### src/hw/rtl/mqll_pkg.sv
// Package: sizes, command and status codes, sequencer types of the queue manager.
`timescale 1ns / 1ps
package mqll_pkg;

    localparam int NUM_QUEUES = 128;
    localparam int NODE_COUNT = 1024;
    localparam int NODE_W     = $clog2(NODE_COUNT);
    localparam int CNT_W      = $clog2(NODE_COUNT + 1);
    localparam int SEL_W      = 7;
    localparam int VAL_W      = 32;
    localparam int MODE_W     = 2;
    localparam int STAT_W     = 2;

    // Command codes
    localparam logic [MODE_W-1:0] MODE_APPEND  = 2'd0;
    localparam logic [MODE_W-1:0] MODE_DEQUEUE = 2'd1;
    localparam logic [MODE_W-1:0] MODE_MERGE   = 2'd2;

    // Status codes
    localparam logic [STAT_W-1:0] STAT_OK    = 2'd0;
    localparam logic [STAT_W-1:0] STAT_EMPTY = 2'd1;
    localparam logic [STAT_W-1:0] STAT_FULL  = 2'd2;

    typedef enum logic [1:0] {
        S_IDLE,
        S_RDQ,
        S_RDT,
        S_EXE
    } t_state;

    typedef struct packed {
        logic ready;
        logic rd_q;
        logic rd_t;
        logic exe;
    } t_seq_ctl;

endpackage

### src/hw/rtl/mqll_ctrl.sv
// Sequencer that steps each request through pointer reads and the commit cycle.
`timescale 1ns / 1ps
module mqll_ctrl import mqll_pkg::*; (
    input  logic     i_clk,
    input  logic     i_rst_n,
    input  logic     i_accept,
    input  logic     i_out_free,
    output t_seq_ctl o_ctl
);

    t_state r_state;
    t_state n_state;

    // Advance state
    always_ff @(posedge i_clk) begin
        if (!i_rst_n) begin
            r_state <= S_IDLE;
        end else begin
            r_state <= n_state;
        end
    end

    // Next state
    always_comb begin
        n_state = r_state;
        case (r_state)
            S_IDLE: begin
                if (i_accept) n_state = S_RDQ;
            end
            S_RDQ:  n_state = S_RDT;
            S_RDT:  n_state = S_EXE;
            S_EXE: begin
                // hold until the response register can take the result
                if (i_out_free) n_state = S_IDLE;
            end
            default: n_state = S_IDLE;
        endcase
    end

    // Outputs per state
    always_comb begin
        o_ctl = '0;
        case (r_state)
            S_IDLE:  o_ctl.ready = 1'b1;
            S_RDQ:   o_ctl.rd_q  = 1'b1;
            S_RDT:   o_ctl.rd_t  = 1'b1;
            S_EXE:   o_ctl.exe   = 1'b1;
            default: o_ctl       = '0;
        endcase
    end

endmodule

### config.mk
export PLATFORM = sky130hd
export DESIGN_NAME = mqll_ctrl
export DESIGN_NICKNAME = d
export VERILOG_FILES = /design/src/hw/rtl/mqll_pkg.sv /design/src/hw/rtl/mqll_ctrl.sv
export SDC_FILE = /design/constraint.sdc
export NUM_CORES = 1
export LEC_CHECK = 0
export ABC_CLOCK_PERIOD_IN_PS = 1300
export BUFFER_PORTS_ARGS = -buffer_cell sky130_fd_sc_hd__buf_2
export CORE_AREA = 2 2 39 41
export DETAILED_ROUTE_END_ITERATION = 7
export DIE_AREA = 0 0 41 43
export PLACE_DENSITY = 0.3
export SLEW_MARGIN = 10
export SYNTH_ARGS = -nofsm -noshare
export SYNTH_HDL_FRONTEND = slang
export SYNTH_SLANG_ARGS = --single-unit
### constraint.sdc
create_clock -name i_clk -period 1.3 [get_ports i_clk]
set_input_delay 0.195 -clock i_clk [delete_from_list [all_inputs] [get_ports i_clk]]
set_output_delay 0.195 -clock i_clk [all_outputs]
set_load 0.005 [all_outputs]
---- Yosys cells after proc, flatten, opt, wreduce, memory -nomap -nowiden ----
Cells that the tools add are included.
Widths: inputs -> output; s select.
storage, ports and cells
  flip-flop bits (word level) ............. 2
  bits in latches ......................... 0
  bits in writable memories ............... 0
  ROM bits ................................ 0
  input bits .............................. 4
  output and inout port bits .............. 4
  memories kept ........................... 0
operators by class
  $add $sub $neg .......................... 0
  $mul .................................... 0
  divide/modulo/power cells ............... 0
  order comparisons ....................... 0
  eq/ne operators ......................... 5
  shifts and indexed selects .............. 0
  mux-type cells .......................... 7
  bitwise operators ....................... 0
  reductions and logical operators ........ 2
operator list
  cell                count
  $pmux 2 s4          1
  $eq 2x2->1 const B  2
  $mux 1              4
  $mux 2              2
  $ne 2x2->1 const B  2
  $eq 2x1->1 const B  1
  $logic_not 2->1     1
  $reduce_and 2->1    1

---- Logic depth before layout (Yosys ltp) ----
Gate-level depths: netlist of run 1.
  depth in word-level cells ............... 3
  mapped depth ............................ 4

---- Worst setup path after synthesis of run 1 ----
No wires, ideal clock.
  kind .................................... register to register
  from .................................... register r_state[0]
  to ...................................... register r_state[0]
  library setup time ...................... 115 ps
  data arrival time ....................... 1028 ps
  path slack .............................. 158 ps
  cell stages (with the launch flop) ...... 5
  path buffers ............................ 0
  period minus slack after synthesis ...... 1142 ps
  path through ............................ dfxtp_1 > inv_1 > ha_1 > o31a_1 > o21a_1
on the way
  cells in the longest elaborated chain, start to end .. 3
  elaborated cells between the ends (all ways) .. 8
  classes of those cells .................. eq/ne: 5; mux: 1; reduce/logical: 2
ends and longest elaborated chain
  what                                                  RTL line         RTL
  start, declared                                       mqll_ctrl.sv:11  t_state r_state;
  start signal, assigned                                mqll_ctrl.sv:19  r_state <= n_state;
  $eq 2x2->1 / $logic_not 2->1 (equally long branches)  mqll_ctrl.sv:26  case (r_state)
  $ne 2x2->1 (no source line)                           -
  $reduce_and 2->1 (no source line)                     -
Parallel ways exist; a longest one is shown, timed or not.
A chain may end at the register's enable or synchronous reset.

==> metrics.yaml, run 1 <==
status: "complete, no violations"
slowest_stage: "dfxtp_1"
cp.arrival_ns: 1.03
hold_path_end: "r_state[1]$_SDFFE_PN0P_"
cpPeakStageDelay_ns: 0.36
worstHoldStart: "i_rst_n"
pin_count: 8
pre_cts_slack_ns: 0.121
htree_levels: 1
wl_per_cell_um: 8.33
wirelength_um: 350
final_cell_mix: "buf_2 (7), ha_1 (4), inv_1 (3), clkbuf_4 (3), nand2_1 (2)"
combPwrFrac: 0.422
cp_data_required_time_ns: 1.11
rsz0062_at_grt: "no"
yosysSeqAreaShare: 0.254
pwr-share-clk: 0.325
path_cells: "inv_1 -> ha_1 -> buf_2"
die_h_um: 43
fillers: 165
antenna_found_initial: 0
rows: 14
leakage_nw: 0.121
setup_violations: 0
grt_pass1_vias: 146
cts_num_sinks: 2
clockBufferDepth: 2
rr_startpoint: "r_state[0]$_SDFFE_PN0P_"
dieArea_um2: 1760
drive_above_1_share: 0.500
clockRootBuffer: "clkbuf_4"
cts_tree: "yes"
synth_area_per_cell_um2: 9.85
ir_drop_mv: 0.376
muxShareOfSynthArea: 0.0635
synth_top_family_by_area: "adder cells"
synth-seq-cells: 2
period_needed_ns: 1.23
postSynthNetCount: 24
worstHoldPathCells: 3
fin_ws_ns: 0.0725
criticalPathCategory: "flip-flop to primary output"
cts_made_buffers: 3
share_seq_of_total_power: 0.253
cts_setup_buffers: 0
worst_hold_slack_ns: 0.249
synth_fa_ha_area_frac: 0.317
nNetsFinal: 36
clk_latency_ns: 0.23
finalSetupTns_ns: 0
finalHoldViolCount: 0
finalMaxSlewViolations: 0
internal-power_mw: 0.283
vias: 141
dpl.cell_count: 39
synth_compound_area_frac: 0.159
drt-initial-drc-count: 3
clk_pin_slew_ns: 0.03
min_path_type: "input port to flip-flop"
largest_register_ffs: 2
startpoint_type: "flip-flop"
maxSlewHeadroom: 0.928
synthToLayoutAreaGrowth_pct: 50.0
overflow: 0
synth_xor_area_frac: 0
regMostFlops: "r_state"
stdcell_count: 42
dr.pass1.iters: 4
grt_max_degree: 5
worst_setup_path_end_kind: "primary output"
portBuffers: 7
die_x_um: 41
n_antenna_cell: 0
reg_top3: "r_state: 2 flops"
mostFrequentLayoutCell: "buf_2"
fin_crit_sh: 0.944
remaining_drc_errors: 0
coreArea_um2: 1380
start_util: 0.114
via_per_inst: 3.36
placed_cell_area_um2: 213
swShare: 0.342
worst_pin_slew_ns: 0.105
grt_pass1_wl_um: 572
finClkSkew_ns: 0.00393
postRouteAntennaNets: 0
p_switching_mw: 0.147
gp_congestion: 0.510
grt_usage: 0.0601
drv_cap: 0
yosysWarnings: 0
cp_max_fo: 4
reg2reg_slack_ns: 0.13
max_freq_mhz: 815
yosys.area_share.simple: 0.135
synth_cell_type_count: 9
power.density_nw_per_um2: 1820
worst-r2r-cell-count: 4
syn_inst: 16
rr_endpoint: "r_state[0]$_SDFFE_PN0P_"
synth_area_um2: 158
final_cell_area_um2: 236
==> layout make-up <==
| cell class | count | area [um^2] | share of cell area |
|---|---|---|---|
| timing repair buffer | 7 | 35.0 | 0.148 |
| inverter | 3 | 11.3 | 0.0476 |
| sequential | 2 | 41.3 | 0.175 |
| clock buffer | 3 | 22.5 | 0.0952 |
| multi-input combinational | 11 | 106 | 0.450 |
| tap | 16 | 20.0 | 0.0847 |
==> routing by layer <==
metal	vias up	GRT usage	wire length [um]
met5	-	0	0
met4	0	0.0800	25
met3	4	0.0628	59
met2	10	0.0625	118
met1	56	0.0511	147
li1	71	-	-
==> worst max-delay path, delay by kind of cell, from the launching register on <==
family,cells,cell delay [ns]
DFF,1,0.36
adders and majority gates,1,0.23
buffers and inverters,2,0.22
==> worst max-delay path by stage <==
stage,startpoint,endpoint,slack [ns],cells after the start
after floorplan,r_state[0]$_SDFFE_PN0P_,r_state[0]$_SDFFE_PN0P_,0.16,4
after global placement,r_state[0]$_SDFFE_PN0P_,r_state[0]$_SDFFE_PN0P_,0.13,4
after detailed placement,r_state[0]$_SDFFE_PN0P_,r_state[0]$_SDFFE_PN0P_,0.12,4
after CTS,r_state[0]$_SDFFE_PN0P_,o_ctl[3],0.05,3
after global routing,r_state[0]$_SDFFE_PN0P_,o_ctl[3],0.008,3
final,r_state[0]$_SDFFE_PN0P_,o_ctl[3],0.07,3
==> cells in the mapped netlist <==
master   number  area, um^2
inv_1         3        11.3
o21a_1        1        7.51
o31a_1        1        8.76
ha_1          4        50.1
dfxtp_1       2        40.0
mux2i_1       1        10.0
nand2_1       2        7.51
a21oi_2       1        8.76
nor2b_4       1        13.8
==> stage by stage <==
stage	utilization	power (mW)
detailed placement	0.154	0.294
floorplan	-	0.226
CTS	0.170	0.442
finish	0.171	0.430
global route	0.171	0.480
global placement	0.154	0.294
==> logic make-up (layout without fill, tap and decap cells) <==
| family | Yosys count | count (layout) |
|---|---|---|
| AND/OR/NAND/NOR | 3 | 3 |
| flip-flops | 2 | 2 |
| adder cells (fa/ha/maj) | 4 | 4 |
| AO/OA/AOI/OAI | 3 | 3 |
| buffers and inverters | 3 | 13 |
| multiplexers | 1 | 1 |
==> power by group through the flow <==
stage | registers (mW) | clock network (mW) | logic [mW]
2_1_floorplan | 0.104 | 0 | 0.122
3_5_place_dp | 0.108 | 0 | 0.186
3_3_place_gp | 0.108 | 0 | 0.186
6_report | 0.109 | 0.140 | 0.182
4_1_cts | 0.107 | 0.149 | 0.186
5_1_grt | 0.114 | 0.155 | 0.211
==> what timing repair did <==
action,in CTS,in global routing
gates resized for setup,0,1
hold buffers,0,0
endpoints found under the setup margin,0,1
(Power assumes the default switching activity.)
==> run 2: changes to the inputs <==
GPL_TIMING_DRIVEN = 0   (was not set)
==> run 2 against run 1 <==
Against the previous run: setup slack better by 0.0036 ns; count of clock-buffer cells in the layout is the same; clock power about the same; core utilization is the same; fmax up 0.29%; design area unchanged; total power about the same; cell count unchanged; non-clock buffer count unchanged; register-to-register slack hardly changed; clock skew barely moved; critical path type unchanged; largest power group unchanged; highest routed layer is now met3.
==> metrics.yaml, run 2 (synthesized netlist as in run 1, its figures left out) <==
start_util: 0.114
grt_usage: 0.0440
ir_drop_mv: 0.637
crit_buf_inv: 2
startpoint_type: "flip-flop"
clockBufferDepth: 2
htree_levels: 1
power.density_nw_per_um2: 1820
rr_startpoint: "r_state[1]$_SDFFE_PN0P_"
crit_family: "flip-flops"
dr.pass1.iters: 2
critPathLaunch: "r_state[1]$_SDFFE_PN0P_"
status: "complete, no violations"
setup_violations: 0
clk_pin_slew_ns: 0.03
synthToLayoutAreaGrowth_pct: 50.0
max_freq_mhz: 817
leakage_nw: 0.121
overflow: 0
cpPeakStageDelay_ns: 0.37
drive_above_1_share: 0.500
die_x_um: 41
fin_crit_sh: 0.941
finalSetupTns_ns: 0
portBuffers: 7
cp.arrival_ns: 1.03
vias: 135
rsz0062_at_grt: "no"
multi_input_area_um2: 106
grtUsageMet2: 0.0438
worst_pin_slew_ns: 0.133
remaining_drc_errors: 0
rows: 14
finClkSkew_ns: 0.00379
use_met1: 0.0573
cts_setup_buffers: 0
gp_congestion: 0.512
finalHoldViolCount: 0
top_usage_layer: "met1"
n_antenna_cell: 0
path_cells: "inv_1 -> ha_1 -> buf_2"
gr-usage-met3: 0.0314
grt_max_degree: 5
power_mw: 0.430
cts_tree: "yes"
worst_setup_path_end_kind: "primary output"
maxSlewHeadroom: 0.909
mostFrequentLayoutCell: "buf_2"
final-seq-area_um2: 41.3
ctsResizeCount: 0
cp_max_fo: 4
fillers: 152
antenna_found_initial: 0
regMostFlops: "r_state"
slowest_stage: "dfxtp_1"
via_per_inst: 3.21
cts_made_buffers: 3
dpl.cell_count: 39
grt_pass1_wl_um: 496
cts_hold_buf: 0
pin_count: 8
clockRootBuffer: "clkbuf_4"
dieArea_um2: 1760
largest_register_ffs: 2
coreArea_um2: 1380
finalMaxSlewViolations: 0
grt_pass1_vias: 132
reg_top3: "r_state: 2 flops"
criticalPathCategory: "flip-flop to primary output"
final_cell_mix: "buf_2 (7), ha_1 (4), inv_1 (3), clkbuf_4 (3), nand2_1 (2)"
drv_cap: 0
period_needed_ns: 1.22
die_h_um: 43
hpwlAfterDp_um: 264
drt-initial-drc-count: 1
cp_data_required_time_ns: 1.11
worstHoldStart: "i_rst_n"
wl_per_cell_um: 7.88
clk_latency_ns: 0.22
postRouteAntennaNets: 0
wirelength_um: 331
nNetsFinal: 36
stdcell_count: 42
min_path_type: "input port to flip-flop"
cts_num_sinks: 2
-- run 2: worst paths after layout --
kind | to | slack, ns | depth (start not counted)
setup / recovery | o_ctl[3] | 0.08 | 3
hold / removal | r_state[1]$_SDFFE_PN0P_ | 0.27 | 3
setup reg to reg | r_state[0]$_SDFFE_PN0P_ | 0.12 | 4
hold reg to reg | r_state[0]$_SDFFE_PN0P_ | 0.51 | 1
-- run 2: through the flow --
stage / worst slack (ns) / area, um^2 / hold slack [ns] / utilization
finish: 0.0761 / 236 / 0.273 / 0.171
global route: 0.0181 / 236 / 0.303 / 0.171
CTS: 0.0388 / 235 / 0.259 / 0.170
detailed placement: 0.0985 / 213 / 0.494 / 0.154
global placement: 0.106 / 213 / 0.482 / 0.154
floorplan: 0.158 / 158 / 0.341 / -
-- run 2: worst register-to-register path, delay by kind of cell (launching register included) --
kind            cells  cell delay (ns)
compound gates      2             0.40
flops               1             0.37
fa+ha+maj           1             0.22
buf+inv             1             0.08
-- run 2: layer usage --
metal / wire length, um / vias up
li1: - / 71
met1: 162 / 56
met2: 104 / 8
met3: 64 / 0
met4: 0 / 0
met5: 0 / -
-- run 2: power breakdown --
| group | total, mW | leakage [nW] | internal [mW] | switching [mW] |
|---|---|---|---|---|
| clock network | 0.137 | 0.0138 | 0.102 | 0.0352 |
| logic | 0.181 | 0.0903 | 0.0936 | 0.0871 |
| registers | 0.112 | 0.0168 | 0.0875 | 0.0250 |
| total | 0.430 | 0.121 | 0.283 | 0.147 |
-- run 2: final cells by class --
class	count	area share
multi-input cells	11	0.450
flip-flops and latches	2	0.175
repair buffers	7	0.148
clock buffers	3	0.0952
well taps	16	0.0847
inverters	3	0.0476
==> run 3: changes to the inputs <==
CTS_BUF_LIST = sky130_fd_sc_hd__clkbuf_2   (was not set)
==> run 3 against run 2 <==
Against the previous run: routed wire length is 0.60% higher; clock skew grew 0.00081 ns; combinational power barely moved; via count decreased by 0.74%; global-route usage unchanged; sequential power about the same; cell count stayed put; clock power down 29%; worst hold slack better by 0.031 ns; non-clock buffer count did not move; critical endpoint unchanged; largest cell class unchanged.
==> metrics.yaml, run 3 (synthesized netlist as in run 1, its figures left out) <==
regMostFlops: "r_state"
ir_drop_mv: 0.626
postRouteAntennaNets: 0
hpwlAfterDp_um: 264
dieArea_um2: 1760
period_needed_ns: 1.21
vias: 134
clockBufferDepth: 2
maxSlewHeadroom: 0.911
startpoint_type: "flip-flop"
grt_max_degree: 5
criticalPathCategory: "flip-flop to primary output"
worst_pin_slew_ns: 0.130
fillers: 151
power.density_nw_per_um2: 1700
grt_pass1_vias: 132
drt-initial-drc-count: 3
dr.pass1.iters: 2
hold_path_end: "r_state[1]$_SDFFE_PN0P_"
grt_usage: 0.0440
stdcell_count: 42
coreArea_um2: 1380
antenna_found_initial: 0
pre_cts_slack_ns: 0.0985
max_freq_mhz: 824
overflow: 0
synthToLayoutAreaGrowth_pct: 44.4
cts_tree: "yes"
finClkSkew_ns: 0.00460
wirelength_um: 333
cp_data_required_time_ns: 1.11
worst_setup_path_end_kind: "primary output"
dpl.cell_count: 39
nNetsFinal: 36
n_antenna_cell: 0
reg2reg_slack_ns: 0.11
rr_endpoint: "r_state[0]$_SDFFE_PN0P_"
fin_crit_sh: 0.934
clk_latency_ns: 0.19
largest_register_ffs: 2
final_cell_mix: "buf_2 (7), ha_1 (4), inv_1 (3), clkbuf_2 (3)"
fin_ws_ns: 0.0860
cts_setup_buffers: 0
mostFrequentLayoutCell: "buf_2"
grt_pass1_wl_um: 496
finalMaxSlewViolations: 0
htree_levels: 1
drive_above_1_share: 0.462
setup_violations: 0
min_path_type: "input port to flip-flop"
die_x_um: 41
remaining_drc_errors: 0
reg_top3: "r_state: 2 flops"
pin_count: 8
worstHoldStart: "i_rst_n"
worst-r2r-cell-count: 4
status: "complete, no violations"
cts_made_buffers: 3
cp_max_fo: 4
rsz0062_at_grt: "no"
start_util: 0.114
finalHoldViolCount: 0
die_h_um: 43
worst_hold_slack_ns: 0.304
via_per_inst: 3.19
cts_hold_buf: 0
finalSetupTns_ns: 0
clockRootBuffer: "clkbuf_2"
wl_per_cell_um: 7.93
rr_startpoint: "r_state[0]$_SDFFE_PN0P_"
leakage_nw: 0.119
rows: 14
cts_num_sinks: 2
power_mw: 0.387
cp.arrival_ns: 1.02
portBuffers: 7
drv_cap: 0
clk_pin_slew_ns: 0.03
worstHoldPathCells: 3
ctsResizeCount: 0
gp_congestion: 0.512
==> run 3: critical path, cell delays in order (launching register included) <==
cell     delay [ns]
dfxtp_1        0.38
inv_1          0.08
ha_1           0.23
buf_2          0.14
==> run 3: cell type report <==
cell class | count | area [um^2] | share of cell area
Multi-Input combinational cell | 11 | 106 | 0.467
Sequential cell | 2 | 40.0 | 0.176
Timing Repair Buffer | 7 | 35.0 | 0.154
Tap cell | 16 | 20.0 | 0.0879
Clock buffer | 3 | 15.0 | 0.0659
Inverter | 3 | 11.3 | 0.0495
==> run 3: how the worst max path moves through the flow <==
stage / from / to / slack (ns)
5_1_grt: r_state[0]$_SDFFE_PN0P_ / o_ctl[3] / 0.0002
6_report: r_state[0]$_SDFFE_PN0P_ / o_ctl[3] / 0.09
3_3_place_gp: r_state[0]$_SDFFE_PN0P_ / r_state[0]$_SDFFE_PN0P_ / 0.11
3_5_place_dp: r_state[0]$_SDFFE_PN0P_ / r_state[0]$_SDFFE_PN0P_ / 0.1
2_1_floorplan: r_state[0]$_SDFFE_PN0P_ / r_state[0]$_SDFFE_PN0P_ / 0.16
4_1_cts: r_state[0]$_SDFFE_PN0P_ / o_ctl[3] / 0.06
==> run 3: where the power goes <==
group          switching, mW  internal (mW)  total (mW)
Clock                 0.0359         0.0614      0.0973
Sequential            0.0251         0.0848       0.110
Combinational         0.0865         0.0933       0.180
==> run 3: per-stage QoR <==
| stage | util | cell area, um^2 |
|---|---|---|
| floorplan | - | 158 |
| global placement | 0.154 | 213 |
| detailed placement | 0.154 | 213 |
| CTS | 0.165 | 228 |
| global route | 0.165 | 228 |
| finish | 0.165 | 228 |
==> run 3: layer usage <==
layer	vias to the layer above	share of wire	global-route usage	routed length [um]
li1	71	-	-	-
met3	0	0.19	0.0314	64
met1	55	0.50	0.0573	165
met5	-	0	0	0
met2	8	0.31	0.0438	103
met4	0	0	0.0400	0
